--- config.mk ---
export PLATFORM = sky130hd
export DESIGN_NAME = cigar_reference_window_extract
export DESIGN_NICKNAME = d
export VERILOG_FILES = /design/src/hdl/cwe_pkg.sv /design/src/hdl/cwe_fifo.sv /design/src/hdl/cwe_front.sv /design/src/hdl/cwe_back.sv /design/src/hdl/cigar_reference_window_extract.sv
export VERILOG_INCLUDE_DIRS = /design/src /design/src/hdl
export SDC_FILE = /design/constraint.sdc
export NUM_CORES = 1
export LEC_CHECK = 0
export BUFFER_PORTS_ARGS = -buffer_cell sky130_fd_sc_hd__buf_2
export CAP_MARGIN = 40
export CORE_UTILIZATION = 40
export CTS_CLUSTER_DIAMETER = 80
export DETAILED_ROUTE_END_ITERATION = 10
export PLACE_DENSITY_LB_ADDON = 0.15
export SYNTH_ARGS = -nofsm -noshare
export SYNTH_HDL_FRONTEND = slang
export SYNTH_SLANG_ARGS = --single-unit
--- constraint.sdc ---
create_clock -name i_clk -period 7.1 [get_ports i_clk]
set_clock_uncertainty 0.05 [all_clocks]
set_input_delay 0.71 -clock i_clk [delete_from_list [all_inputs] [get_ports i_clk]]
set_output_delay 0.71 -clock i_clk [all_outputs]
set_load 0.05 [all_outputs]
--- src/hdl/cigar_reference_window_extract_defines.svh ---
// Assertion macros for the CIGAR reference window extractor.
// Taken in by the top level only; needs a clock named i_clk and a reset named i_rst_n.
`ifndef CIGAR_REFERENCE_WINDOW_EXTRACT_DEFINES_SVH
`define CIGAR_REFERENCE_WINDOW_EXTRACT_DEFINES_SVH

// Same-cycle implication, disabled while reset is asserted.
`define CWE_ASSERT_NOW(label, cond_a, cond_b, msg) \
    label: assert property (@(posedge i_clk) disable iff (!i_rst_n) \
        (cond_a) |-> (cond_b)) else $error(msg);

// Next-cycle implication, disabled while reset is asserted.
`define CWE_ASSERT_NEXT(label, cond_a, cond_b, msg) \
    label: assert property (@(posedge i_clk) disable iff (!i_rst_n) \
        (cond_a) |=> (cond_b)) else $error(msg);

`endif

--- src/hdl/cwe_pkg.sv ---
// Shared constants, operation codes and helper function for the CIGAR window extractor.
// No dependencies; every module imports it.
package cwe_pkg;

    localparam int OP_LEN_BITS_DEF = 28;
    localparam int CODE_W          = 4;
    localparam int WIN_W           = 31;
    localparam int MID_DEPTH_DEF   = 4;
    localparam int OUT_DEPTH_DEF   = 2;

    localparam logic [CODE_W-1:0] CODE_M  = 4'd0;
    localparam logic [CODE_W-1:0] CODE_D  = 4'd2;
    localparam logic [CODE_W-1:0] CODE_EQ = 4'd7;
    localparam logic [CODE_W-1:0] CODE_X  = 4'd8;
    localparam logic [CODE_W-1:0] CODE_NONE = 4'd0;

    // True for the M, D, EQ and X operations, which consume reference bases.
    function automatic logic uses_ref(input logic [CODE_W-1:0] code);
        logic hit;
        unique case (code) inside
            CODE_M, CODE_D, CODE_EQ, CODE_X: hit = 1'b1;
            default:                         hit = 1'b0;
        endcase
        return hit;
    endfunction

endpackage

--- src/hdl/cwe_fifo.sv ---
// Small first-in first-out queue built from flip-flops, one write (unless full) and one read (unless empty) per cycle.
// Depends on cwe_pkg for its default depth, MID_DEPTH_DEF.
module cwe_fifo
    import cwe_pkg::*;
#(
    parameter int WIDTH = 8,
    parameter int DEPTH = MID_DEPTH_DEF
) (
    input  logic             i_clk,
    input  logic             i_rst_n,
    input  logic             i_wr_en,
    input  logic [WIDTH-1:0] i_wr_data,
    output logic             o_full,
    input  logic             i_rd_en,
    output logic [WIDTH-1:0] o_rd_data,
    output logic             o_empty
);

    localparam int PW = (DEPTH > 1) ? $clog2(DEPTH) : 1;
    localparam int CW = $clog2(DEPTH + 1);

    logic [WIDTH-1:0] r_mem [DEPTH];
    logic [PW-1:0]    r_wr_ptr, n_wr_ptr;
    logic [PW-1:0]    r_rd_ptr, n_rd_ptr;
    logic [CW-1:0]    r_count, n_count;
    logic             wr_go, rd_go;

    assign o_full    = (r_count == CW'(DEPTH));
    assign o_empty   = (r_count == '0);
    assign o_rd_data = r_mem[r_rd_ptr];
    assign wr_go     = i_wr_en && !o_full;
    assign rd_go     = i_rd_en && !o_empty;

    always_comb begin
        n_wr_ptr = r_wr_ptr;
        n_rd_ptr = r_rd_ptr;
        n_count  = r_count;
        if (wr_go) begin
            n_wr_ptr = (r_wr_ptr == PW'(DEPTH - 1)) ? '0 : r_wr_ptr + 1'b1;
        end
        if (rd_go) begin
            n_rd_ptr = (r_rd_ptr == PW'(DEPTH - 1)) ? '0 : r_rd_ptr + 1'b1;
        end
        if (wr_go && !rd_go) begin
            n_count = r_count + 1'b1;
        end else if (rd_go && !wr_go) begin
            n_count = r_count - 1'b1;
        end
    end

    always_ff @(posedge i_clk) begin
        if (!i_rst_n) begin
            r_wr_ptr <= '0;
            r_rd_ptr <= '0;
            r_count  <= '0;
        end else begin
            r_wr_ptr <= n_wr_ptr;
            r_rd_ptr <= n_rd_ptr;
            r_count  <= n_count;
        end
    end

    always_ff @(posedge i_clk) begin
        if (wr_go) begin
            r_mem[r_wr_ptr] <= i_wr_data;
        end
    end

endmodule

--- src/hdl/cwe_front.sv ---
// Front part: tracks the reference window and trims each operation to the part inside it.
// Depends on cwe_pkg; its records go to the middle queue.
module cwe_front
    import cwe_pkg::*;
#(
    parameter int OP_LEN_BITS = OP_LEN_BITS_DEF,
    localparam int REC_W = OP_LEN_BITS + CODE_W + 3
) (
    input  logic                   i_clk,
    input  logic                   i_rst_n,
    input  logic                   i_accept,
    input  logic [OP_LEN_BITS-1:0] i_op_len,
    input  logic [CODE_W-1:0]      i_op_code,
    input  logic                   i_first_op,
    input  logic                   i_last_op,
    input  logic [WIN_W-1:0]       i_window_start,
    input  logic [WIN_W-1:0]       i_window_length,
    output logic                   o_rec_valid,
    output logic [REC_W-1:0]       o_rec
);

    localparam int SW = ((OP_LEN_BITS > WIN_W) ? OP_LEN_BITS : WIN_W) + 2;

    // Reference bases still to skip before the window, and still to take inside it.
    logic [WIN_W-1:0]       r_skip_rem, n_skip_rem;
    logic [WIN_W-1:0]       r_take_rem, n_take_rem;
    logic [WIN_W-1:0]       skip, take;
    logic [SW-1:0]          len_x, skip_x, take_x, diff, rest;
    logic                   len_le_skip, take_le_diff;
    logic [OP_LEN_BITS-1:0] use_len;
    logic                   keep;

    always_comb begin
        skip   = i_first_op ? i_window_start  : r_skip_rem;
        take   = i_first_op ? i_window_length : r_take_rem;
        len_x  = SW'(i_op_len);
        skip_x = SW'(skip);
        take_x = SW'(take);
        // The part past the skip region, and what is left of the window after it.
        diff   = len_x - skip_x;
        rest   = take_x + skip_x - len_x;
        len_le_skip  = diff[SW-1] || (diff == '0);
        take_le_diff = rest[SW-1] || (rest == '0);

        n_skip_rem = skip;
        n_take_rem = take;
        use_len    = '0;
        keep       = 1'b0;
        if (take != '0) begin
            if (uses_ref(i_op_code)) begin
                if (len_le_skip) begin
                    n_skip_rem = WIN_W'(skip_x - len_x);
                end else begin
                    n_skip_rem = '0;
                    keep       = 1'b1;
                    if (take_le_diff) begin
                        use_len    = OP_LEN_BITS'(take);
                        n_take_rem = '0;
                    end else begin
                        use_len    = OP_LEN_BITS'(diff);
                        n_take_rem = WIN_W'(rest);
                    end
                end
            end else if (skip == '0) begin
                use_len = i_op_len;
                keep    = (i_op_len != '0);
            end
        end
    end

    assign o_rec_valid = i_accept;
    assign o_rec       = {i_first_op, i_last_op, keep, i_op_code, use_len};

    always_ff @(posedge i_clk) begin
        if (!i_rst_n) begin
            r_skip_rem <= '0;
            r_take_rem <= '0;
        end else if (i_accept) begin
            r_skip_rem <= n_skip_rem;
            r_take_rem <= n_take_rem;
        end
    end

endmodule

--- src/hdl/cwe_back.sv ---
// Back part: merges kept operations of the same code in a one-entry hold and emits results.
// Depends on cwe_pkg; reads the middle queue and writes the result queue.
module cwe_back
    import cwe_pkg::*;
#(
    parameter int OP_LEN_BITS = OP_LEN_BITS_DEF,
    localparam int REC_W = OP_LEN_BITS + CODE_W + 3,
    localparam int RES_W = OP_LEN_BITS + CODE_W + 2
) (
    input  logic             i_clk,
    input  logic             i_rst_n,
    input  logic [REC_W-1:0] i_rec,
    input  logic             i_rec_empty,
    output logic             o_rec_pop,
    output logic             o_res_push,
    output logic [RES_W-1:0] o_res,
    input  logic             i_res_full
);

    logic [OP_LEN_BITS-1:0] r_held_len, n_held_len;
    logic [CODE_W-1:0]      r_held_code, n_held_code;
    logic                   r_held_valid, n_held_valid;
    // Set when a record both flushed the hold and closes the CIGAR; the final
    // result then goes out on a later step, with the record still at the head of the middle queue.
    logic                   r_part2, n_part2;

    logic                   step, first, last, keep, hv, same;
    logic [CODE_W-1:0]      code;
    logic [OP_LEN_BITS-1:0] use_len, sat_len;
    logic [OP_LEN_BITS:0]   sum;

    always_comb begin
        {first, last, keep, code, use_len} = i_rec;
        step    = !i_rec_empty && !i_res_full;
        hv      = r_held_valid && !first;
        same    = keep && hv && (code == r_held_code);
        sum     = {1'b0, r_held_len} + {1'b0, use_len};
        sat_len = sum[OP_LEN_BITS] ? '1 : sum[OP_LEN_BITS-1:0];

        n_held_len   = r_held_len;
        n_held_code  = r_held_code;
        n_held_valid = r_held_valid;
        n_part2      = r_part2;
        o_rec_pop    = 1'b0;
        o_res_push   = 1'b0;
        o_res        = {r_held_len, r_held_code, 1'b0, 1'b0};

        if (step) begin
            if (r_part2) begin
                o_res_push   = 1'b1;
                o_res        = {r_held_len, r_held_code, 1'b1, 1'b0};
                o_rec_pop    = 1'b1;
                n_held_valid = 1'b0;
                n_held_len   = '0;
                n_held_code  = CODE_NONE;
                n_part2      = 1'b0;
            end else begin
                n_held_valid = hv;
                if (same) begin
                    n_held_len = sat_len;
                end else if (keep) begin
                    n_held_len   = use_len;
                    n_held_code  = code;
                    n_held_valid = 1'b1;
                end
                if (keep && hv && !same) begin
                    o_res_push = 1'b1;
                    o_res      = {r_held_len, r_held_code, 1'b0, 1'b0};
                    n_part2    = last;
                    o_rec_pop  = !last;
                end else begin
                    o_rec_pop = 1'b1;
                    if (last) begin
                        o_res_push = 1'b1;
                        if (n_held_valid) begin
                            o_res = {n_held_len, n_held_code, 1'b1, 1'b0};
                        end else begin
                            o_res = {{OP_LEN_BITS{1'b0}}, CODE_NONE, 1'b1, 1'b1};
                        end
                        n_held_valid = 1'b0;
                        n_held_len   = '0;
                        n_held_code  = CODE_NONE;
                    end
                end
            end
        end
    end

    always_ff @(posedge i_clk) begin
        if (!i_rst_n) begin
            r_held_len   <= '0;
            r_held_code  <= CODE_NONE;
            r_held_valid <= 1'b0;
            r_part2      <= 1'b0;
        end else begin
            r_held_len   <= n_held_len;
            r_held_code  <= n_held_code;
            r_held_valid <= n_held_valid;
            r_part2      <= n_part2;
        end
    end

endmodule

--- src/hdl/cigar_reference_window_extract.sv ---
// CIGAR reference window extractor, top level.
// A result passes through the middle queue and then the result queue to the result ports.
// Throughput: one transaction per cycle while the middle queue is not full; a transaction
// that both flushes a merged operation and closes its CIGAR stays at the head of the middle
// queue while the back part emits its two results, one per cycle unless the result queue is full.
// Reset is synchronous and active low; it empties both queues and clears all counters.
`include "cigar_reference_window_extract_defines.svh"

module cigar_reference_window_extract
    import cwe_pkg::*;
#(
    parameter int OP_LEN_BITS = OP_LEN_BITS_DEF,
    parameter int MID_DEPTH   = MID_DEPTH_DEF,
    parameter int OUT_DEPTH   = OUT_DEPTH_DEF
) (
    input  logic                   i_clk,
    input  logic                   i_rst_n,
    // Operation input, queue style.
    input  logic                   push,
    output logic                   full,
    input  logic [OP_LEN_BITS-1:0] i_op_len,
    input  logic [CODE_W-1:0]      i_op_code,
    input  logic                   i_first_op,
    input  logic                   i_last_op,
    input  logic [WIN_W-1:0]       i_window_start,
    input  logic [WIN_W-1:0]       i_window_length,
    // Result output, queue style.
    output logic                   empty,
    input  logic                   pop,
    output logic [OP_LEN_BITS-1:0] o_out_len,
    output logic [CODE_W-1:0]      o_out_code,
    output logic                   o_out_last,
    output logic                   o_out_empty
);

    localparam int REC_W = OP_LEN_BITS + CODE_W + 3;
    localparam int RES_W = OP_LEN_BITS + CODE_W + 2;

    // The front part trims every accepted transaction against the window in the
    // same cycle and writes one record into the middle queue. The back part reads
    // that queue, merges operations of equal code and writes finished results
    // into the result queue, whose head drives the result ports. The front part
    // stalls only on a full middle queue, the back part on an empty middle queue or a full result queue.
    logic             accept;
    logic             rec_valid;
    logic [REC_W-1:0] rec_wr, rec_rd;
    logic             mid_full, mid_empty, rec_pop;
    logic             res_push, res_full;
    logic [RES_W-1:0] res_wr, res_rd;

    assign accept = push && !mid_full;
    assign full   = mid_full;

    cwe_front #(
        .OP_LEN_BITS (OP_LEN_BITS)
    ) u_front (
        .i_clk           (i_clk),
        .i_rst_n         (i_rst_n),
        .i_accept        (accept),
        .i_op_len        (i_op_len),
        .i_op_code       (i_op_code),
        .i_first_op      (i_first_op),
        .i_last_op       (i_last_op),
        .i_window_start  (i_window_start),
        .i_window_length (i_window_length),
        .o_rec_valid     (rec_valid),
        .o_rec           (rec_wr)
    );

    cwe_fifo #(
        .WIDTH (REC_W),
        .DEPTH (MID_DEPTH)
    ) u_mid_queue (
        .i_clk     (i_clk),
        .i_rst_n   (i_rst_n),
        .i_wr_en   (rec_valid),
        .i_wr_data (rec_wr),
        .o_full    (mid_full),
        .i_rd_en   (rec_pop),
        .o_rd_data (rec_rd),
        .o_empty   (mid_empty)
    );

    cwe_back #(
        .OP_LEN_BITS (OP_LEN_BITS)
    ) u_back (
        .i_clk       (i_clk),
        .i_rst_n     (i_rst_n),
        .i_rec       (rec_rd),
        .i_rec_empty (mid_empty),
        .o_rec_pop   (rec_pop),
        .o_res_push  (res_push),
        .o_res       (res_wr),
        .i_res_full  (res_full)
    );

    cwe_fifo #(
        .WIDTH (RES_W),
        .DEPTH (OUT_DEPTH)
    ) u_out_queue (
        .i_clk     (i_clk),
        .i_rst_n   (i_rst_n),
        .i_wr_en   (res_push),
        .i_wr_data (res_wr),
        .o_full    (res_full),
        .i_rd_en   (pop),
        .o_rd_data (res_rd),
        .o_empty   (empty)
    );

    assign {o_out_len, o_out_code, o_out_last, o_out_empty} = res_rd;

    // An empty-extraction result always closes its CIGAR and carries no operation.
    `CWE_ASSERT_NOW(a_empty_result_form, !empty && o_out_empty, o_out_last && (o_out_len == '0) && (o_out_code == CODE_NONE), "empty-extraction result is malformed")

    // A transaction taken into an empty middle queue cannot have been consumed yet.
    `CWE_ASSERT_NEXT(a_mid_queue_holds, accept && mid_empty, !mid_empty, "record lost in the middle queue")

    // Results only appear when the back part writes one.
    `CWE_ASSERT_NEXT(a_no_invented_result, empty && !res_push, empty, "result appeared without a write")

endmodule
; ---- Word level (Yosys, flattened, before mapping)
; Memories as Yosys holds them, arrays and structs flattened. A register that Yosys moved wholly into a read port is not among the register bits.
; Cells that the tools add are included.
[op_classes]
addsub = 13
n_eq_ne = 8
muxes = 68
reduce_logical = 38
[ops]
columns = cell, n
row1 = two-way mux 28 bit, 11
row2 = two-way mux 31 bit, 9
row3 = two-way mux 34 bit, 5
row4 = logical NOT 33 bit, 2
row5 = subtractor 33 x 28 -> 33 bit, 1
row6 = adder 31 x 31 -> 32 bit, 1
row7 = subtractor 28 x 31 -> 32 bit, 1
row8 = logical NOT 31 bit, 1
row9 = nonzero test 31 bit, 1
row10 = subtractor 31 x 28 -> 31 bit, 1
row11 = two-way mux 1 bit, 30
row12 = adder 28 x 28 -> 29 bit, 1
row13 = nonzero test 28 bit, 1
row14 = two-way mux 4 bit, 5
row15 = logical AND 1 bit, 14
row16 = two-way mux 2 bit, 6
row17 = logical NOT 1 bit, 11
row18 = adder 2 x 1 -> 2 bit (second input constant), 3
row19 = equality test 2 bit (second input constant), 3
row20 = two-way mux 3 bit, 2
row21 = equality test 4 x 2 -> 1 bit (second input constant), 1
row22 = equality test 4 x 3 -> 1 bit (second input constant), 1
row23 = equality test 4 bit, 1
row24 = equality test 4 bit (second input constant), 1
row25 = other kinds (11), 14
[word_totals]
reg_bits = 107
ramBits = 208
in_bits = 100
mem_count = 2
[memory_table]
columns = name, depth, width, rd, rd_clocked_by_memory_dff, write_ports, line_no
row1 = u_mid_queue.r_mem, 4, 35, 1, 1, 1, cwe_fifo.sv:22  ; logic [WIDTH-1:0] r_mem [DEPTH];
row2 = u_out_queue.r_mem, 2, 34, 1, 1, 1, cwe_fifo.sv:22

; ---- Longest topological paths before layout
[logic_depth]
ltp_word = 14
ltp_mapped = 32
depth_no_buf = 27

; ---- By module
; A second synthesis with hierarchy kept.
[hier_totals]
hier_cells = 2249
area_unflattened_um2 = 22278.9
[by_module_without_submodules]
columns = mod, n_inst, cells_each, area_each_um2, seq_area_each_um2
row1 = cwe_front, 1, 1381, 10338.7, 1241.2
row2 = cwe_fifo (u_mid_queue), 1, 234, 5582.9, 4384.2
row3 = cwe_back, 1, 502, 3657.3, 680.7
row4 = cwe_fifo (u_out_queue), 1, 131, 2686.3, 2142.1
row5 = cigar_reference_window_extract, 1, 1, 13.8, 0.0

; ---- Worst setup path before layout
; No wires, ideal clock.
[synth_path]
path_type = input to register
start = in i_first_op
end = mem u_mid_queue.r_mem[0][25] (netlist bit) (data pin)
setup_time_ps = 313
arrival_time_ps = 7288
setup_slack_ps = -551
cell_stages = 26
path_cell_list = buf_2 -> buf_2 -> buf_1 -> mux2i_1 -> inv_1 -> fa_1 -> a211oi_1 -> o21ai_1 -> o2111ai_2 -> a21oi_2 -> o21a_1 -> o21a_1 -> o21ai_0 -> nand2b_1 -> xor2_1 -> ha_1 -> clkbuf_1 -> nand2_1 -> o311ai_0 -> a211oi_1 -> a2111oi_0 -> nand4_1 -> nor4b_4 -> buf_2 -> mux2i_1 -> o311ai_0
[synth_between]
elab_chain_cells = 9
elab_cells_between_ends = 16
classes_between = add/sub (3) / mux (7) / reduce/logical (6)
[synth_lines]
columns = item, line_no
row1 = "start, declared", cigar_reference_window_extract.sv:23  ; input logic i_first_op,
row2 = "two-way mux 31 bit, on equally long branches", "cwe_front.sv:35, cwe_front.sv:34"
row3 = adder 31 x 31 -> 32 bit, cwe_front.sv:41  ; rest = take_x + skip_x - len_x;
row4 = subtractor 33 x 28 -> 33 bit, cwe_front.sv:41
row5 = logical NOT 33 bit, cwe_front.sv:43  ; take_le_diff = rest[SW-1] || (rest == '0);
row6 = logical OR 1 bit, cwe_front.sv:43
row7 = two-way mux 28 bit, cwe_front.sv:56  ; if (take_le_diff) begin
row8 = two-way mux 28 bit, cwe_front.sv:51  ; if (len_le_skip) begin
row9 = two-way mux 28 bit, cwe_front.sv:50  ; if (uses_ref(i_op_code)) begin
row10 = two-way mux 28 bit *, cwe_front.sv:49  ; if (take != '0) begin
row11 = via rec_wr[25], cigar_reference_window_extract.sv:46  ; logic [REC_W-1:0] rec_wr, rec_rd;
row12 = "end, declared", cwe_fifo.sv:22
; Mark *: on every way through the listed nets, which the timed path passes. The rest lies on a longest branch.

; ---- Worst setup path after layout
[layout_path]
start = in i_first_op
end = reg u_front.r_take_rem[28]
[layout_between]
elab_chain_cells = 9
elab_cells_between_ends = 14
classes_between = add/sub (3) / mux (6) / reduce/logical (5)
[layout_lines]
columns = item, line_no
row1 = "two-way mux 31 bit, on equally long branches", "cwe_front.sv:35, cwe_front.sv:34"
row2 = adder 31 x 31 -> 32 bit, cwe_front.sv:41
row3 = subtractor 33 x 28 -> 33 bit, cwe_front.sv:41
row4 = logical NOT 33 bit, cwe_front.sv:43
row5 = logical OR 1 bit, cwe_front.sv:43
row6 = two-way mux 31 bit, cwe_front.sv:56
row7 = two-way mux 31 bit, cwe_front.sv:51
row8 = two-way mux 31 bit, cwe_front.sv:50
row9 = two-way mux 31 bit *, cwe_front.sv:49
row10 = "end signal, assigned", cwe_front.sv:80  ; r_take_rem <= n_take_rem;
row11 = "end, declared", cwe_front.sv:26  ; logic [WIN_W-1:0] r_take_rem, n_take_rem;
; Mark *: on every way between the ends. The rest lies on a longest branch, timed or not.
; A chain may end at the register's enable or synchronous reset.

==> flow_metrics.py <==
metrics = {
    "layout": {
        "area_growth_pct": 20.4,
        "layout.cells.most_common": "buf_4",
        "design_area_sq_um": 28000,
        "layout_common_cells": "buf_4 (252), edfxtp_1 (208), nand2_1 (200), o21ai_0 (183), a21oi_1 (160)",
        "fillers": 5485,
        "final_util_pct": 48.7,
        "nets": 3031,
        "drive_gt1_share_pct": 22.6,
    },
    "yosys": {
        "synth_cell_types": 90,
        "synth_area_leaders": "edfxtp_1 (27%), dfxtp_1 (9.5%), ha_1 (8.1%), o21ai_0 (4.0%), mux2i_1 (3.7%)",
        "ys.flop_type": "edfxtp_1",
        "syn_area_sq_um": 23300,
        "syn_nets": 2715,
        "syn_avg_cell_area_sq_um": 9.46,
        "synth_edf_count": 208,
        "yosys_warnings": 0,
        "async_reset_ff_share_pct": 0,
        "syn_inst": 2459,
        "seq_area_frac_synth_pct": 36.3,
        "synth.top_cell.area_share_pct": 26.8,
        "synth_area_leader_cell": "edfxtp_1",
        "synth-seq-cells": 318,
    },
    "placement": {
        "gp_congestion": 0.958,
        "placed_cell_area_sq_um": 26600,
        "preCtsSetupSlack_ps": -253,
        "portBuffers": 135,
        "dp_hpwl_mm": 65.6,
    },
    "pwr": {
        "p_sw_share_pct": 43.2,
        "switching_power_mw": 4.30,
        "p_per_area_nw_per_um2": 355,
        "peakVddDrop_mv": 0.277,
        "p_int_mw": 5.66,
        "p_seq_share_pct": 25.5,
        "clock_power_share_pct": 20.2,
        "combPwrFrac_pct": 54.3,
        "p_leak_nw": 11.4,
    },
    "detailed_routing": {
        "antenna_left": 0,
        "wire_per_inst_um": 23.3,
        "drtPass1Iterations": 5,
        "drcViolationCount": 0,
        "wl_mm": 83.4,
        "drtIter0Drc": 1580,
        "vias": 20874,
        "via_per_inst": 5.84,
    },
    "global_route": {
        "track_usage_pct": 27.7,
        "antenna_found_initial": 5,
        "grt_pass1_vias": 20302,
        "grt_pass1_wl_mm": 125,
        "grt_max_degree": 57,
        "gr-total-overflow": 0,
    },
    "worst_setup_path": {
        "slowest_stage": "or4_4",
        "start_kind": "input port",
        "crit_fanout": 13,
        "r2r_cells": 29,
        "cp.required_ps": 7540,
        "crit_path_frequent_cell": "buf_4",
        "worst_setup_path_end_kind": "register",
        "arrival_ps": 7120,
        "reg2reg_to": "u_front.r_take_rem[28]",
        "slowest_delay_ps": 610,
        "rr_startpoint": "u_front.r_take_rem[0]",
        "critical_path_class": "input port to register",
        "reg2reg_slack_ps": 550,
    },
    "cts": {
        "clock_path_buffers": 3,
        "cts_buffers": 41,
        "clk_latency_ps": 570,
        "htreeDepth": 2,
        "clkTransAtPathRegs_ps": 60,
        "clock-sinks": 318,
        "cts_tree": "done",
        "cts-root-buf": "clkbuf_16",
    },
    "floorplan": {
        "initial_core_util_pct": 40.4,
        "core_sq_um": 57600,
        "dieArea_sq_um": 59100,
        "die_w_um": 243,
        "die_y_um": 243,
        "io_pins": 136,
        "fp-row-count": 88,
    },
    "hold_path": {
        "holdPathEnd": "u_mid_queue.r_mem[2][33]",
        "hp-class": "input port to register",
        "min_from": "i_last_op",
        "hold_path_depth": 1,
    },
    "sta": {
        "fmax_ghz": 0.149,
        "worstMarginPinSlew_ps": 1020,
        "setup_viol": 0,
        "fin_crit_sh_pct": 94.2,
        "maxSlewHeadroom_pct": 31.4,
        "fin_ws_ps": 410,
        "holdWs_ps": 336,
        "final.min_clock_period_ps": 6690,
        "timing.final.hold_violations": 0,
        "maxSlewViolCount": 0,
    },
    "run": {
        "max_cap_violations": 0,
    },
    "run_status": {
        "outcome": "complete, no violations",
    },
}
## worst max path at each step
| stage | end | slack [ps] | cells past startpoint | start |
|---|---|---|---|---|
| CTS | u_mid_queue.r_mem[0][1] | 300 | 30 | i_first_op |
| finish | u_front.r_take_rem[28] | 410 | 31 | i_first_op |
| global route | u_mid_queue.r_mem[0][17] | -4 | 31 | i_first_op |
| global placement | u_mid_queue.r_mem[0][1] | -150 | 30 | i_first_op |
| floorplan | u_mid_queue.r_mem[0][25] | 40 | 29 | i_first_op |
| detailed placement | u_mid_queue.r_mem[0][1] | -250 | 31 | i_first_op |
## layout make-up
type | count | area (sq um) | share of cell area, %
clock buffers | 48 | 1070 | 3.83
repair buffers | 405 | 2910 | 10.4
multi-input cells | 1869 | 13900 | 49.5
clock inverters | 28 | 236 | 0.844
well taps | 765 | 957 | 3.42
diodes | 4 | 10.0 | 0.0357
inverters | 140 | 526 | 1.88
flip-flops and latches | 318 | 8450 | 30.1
## routing by layer
| metal | GRT usage, % | vias up | wire length (um) |
|---|---|---|---|
| met3 | 4.04 | 151 | 4610 |
| met4 | 10.6 | 6 | 3300 |
| met1 | 36.8 | 10176 | 36800 |
| li1 | - | 9904 | - |
| met5 | 0 | - | 42 |
| met2 | 45.5 | 637 | 38600 |
## registers in the layout, summed over array words and instances, names as in the netlist, named ones only
name	flops
u_mid_queue.r_mem	140
u_out_queue.r_rd_ptr	1
u_back.r_held_len	28
u_out_queue.r_count	2
u_out_queue.r_wr_ptr	1
u_front.r_take_rem	31
u_back.r_part2	1
u_front.r_skip_rem	31
u_out_queue.r_mem	68
u_mid_queue.r_wr_ptr	2
u_back.r_held_valid	1
u_mid_queue.r_count	3
u_mid_queue.r_rd_ptr	2
u_back.r_held_code	4
## worst max-delay path: cells and delay by family
kind,cells,cell delay (ps)
AO/OA/AOI/OAI,8,2010
XOR/XNOR,1,150
adder cells (fa/ha/maj),2,720
buffers and inverters,11,1770
multiplexers,1,290
AND/OR/NAND/NOR,8,1420
## cells by family after synthesis
group	Yosys count	share of synthesized area (%)
AOI/OAI and AO/OA	746	21.5
xor gates and xnor gates	120	4.52
adders and majority gates	156	8.58
buffers and inverters	272	4.60
DFF	318	36.3
muxes	178	9.85
and+or+nand+nor	669	14.7
## repair_timing
item / CTS / global route
hold buffers: 0 / 0
setup endpoints to repair: 0 / 140
setup buffers: 0 / 2
gates resized for setup: 0 / 19
## power groups by stage
stage                     combinational [mW]  sequential (mW)  clock (mW)
after floorplan                         3.63             2.51           0
after global placement                  5.23             2.57           0
after detailed placement                5.31             2.58           0
after CTS                               5.34             2.54        2.06
after global routing                    5.83             2.58        2.13
final                                   5.41             2.54        2.02
## synthesized netlist by cell type, types with 30 or more instances
master,n
nor2_1,112
and2_1,33
o21a_1,32
xor2_1,35
mux4_2,35
ha_1,150
a21oi_1,163
a21o_1,67
nand4_1,40
xnor2_1,85
dfxtp_1,110
mux2i_1,85
o21ai_0,184
nand3_1,63
nand2_1,200
clkbuf_1,102
inv_1,140
a211oi_1,32
nor2b_1,38
nor3_1,50
edfxtp_1,208
o31ai_1,30
mux2_2,58
## metrics by stage
stage | TNS (ps) | instances | total power [mW]
final | 0 | 3577 | 9.96
after global routing | -11.7 | 3573 | 10.5
after CTS | 0 | 3569 | 9.94
after detailed placement | -16610 | 3493 | 7.89
after global placement | -5810 | 3482 | 7.80
after floorplan | 0 | 2459 | 6.14
Note: power is estimated with default switching activity, not from simulation.
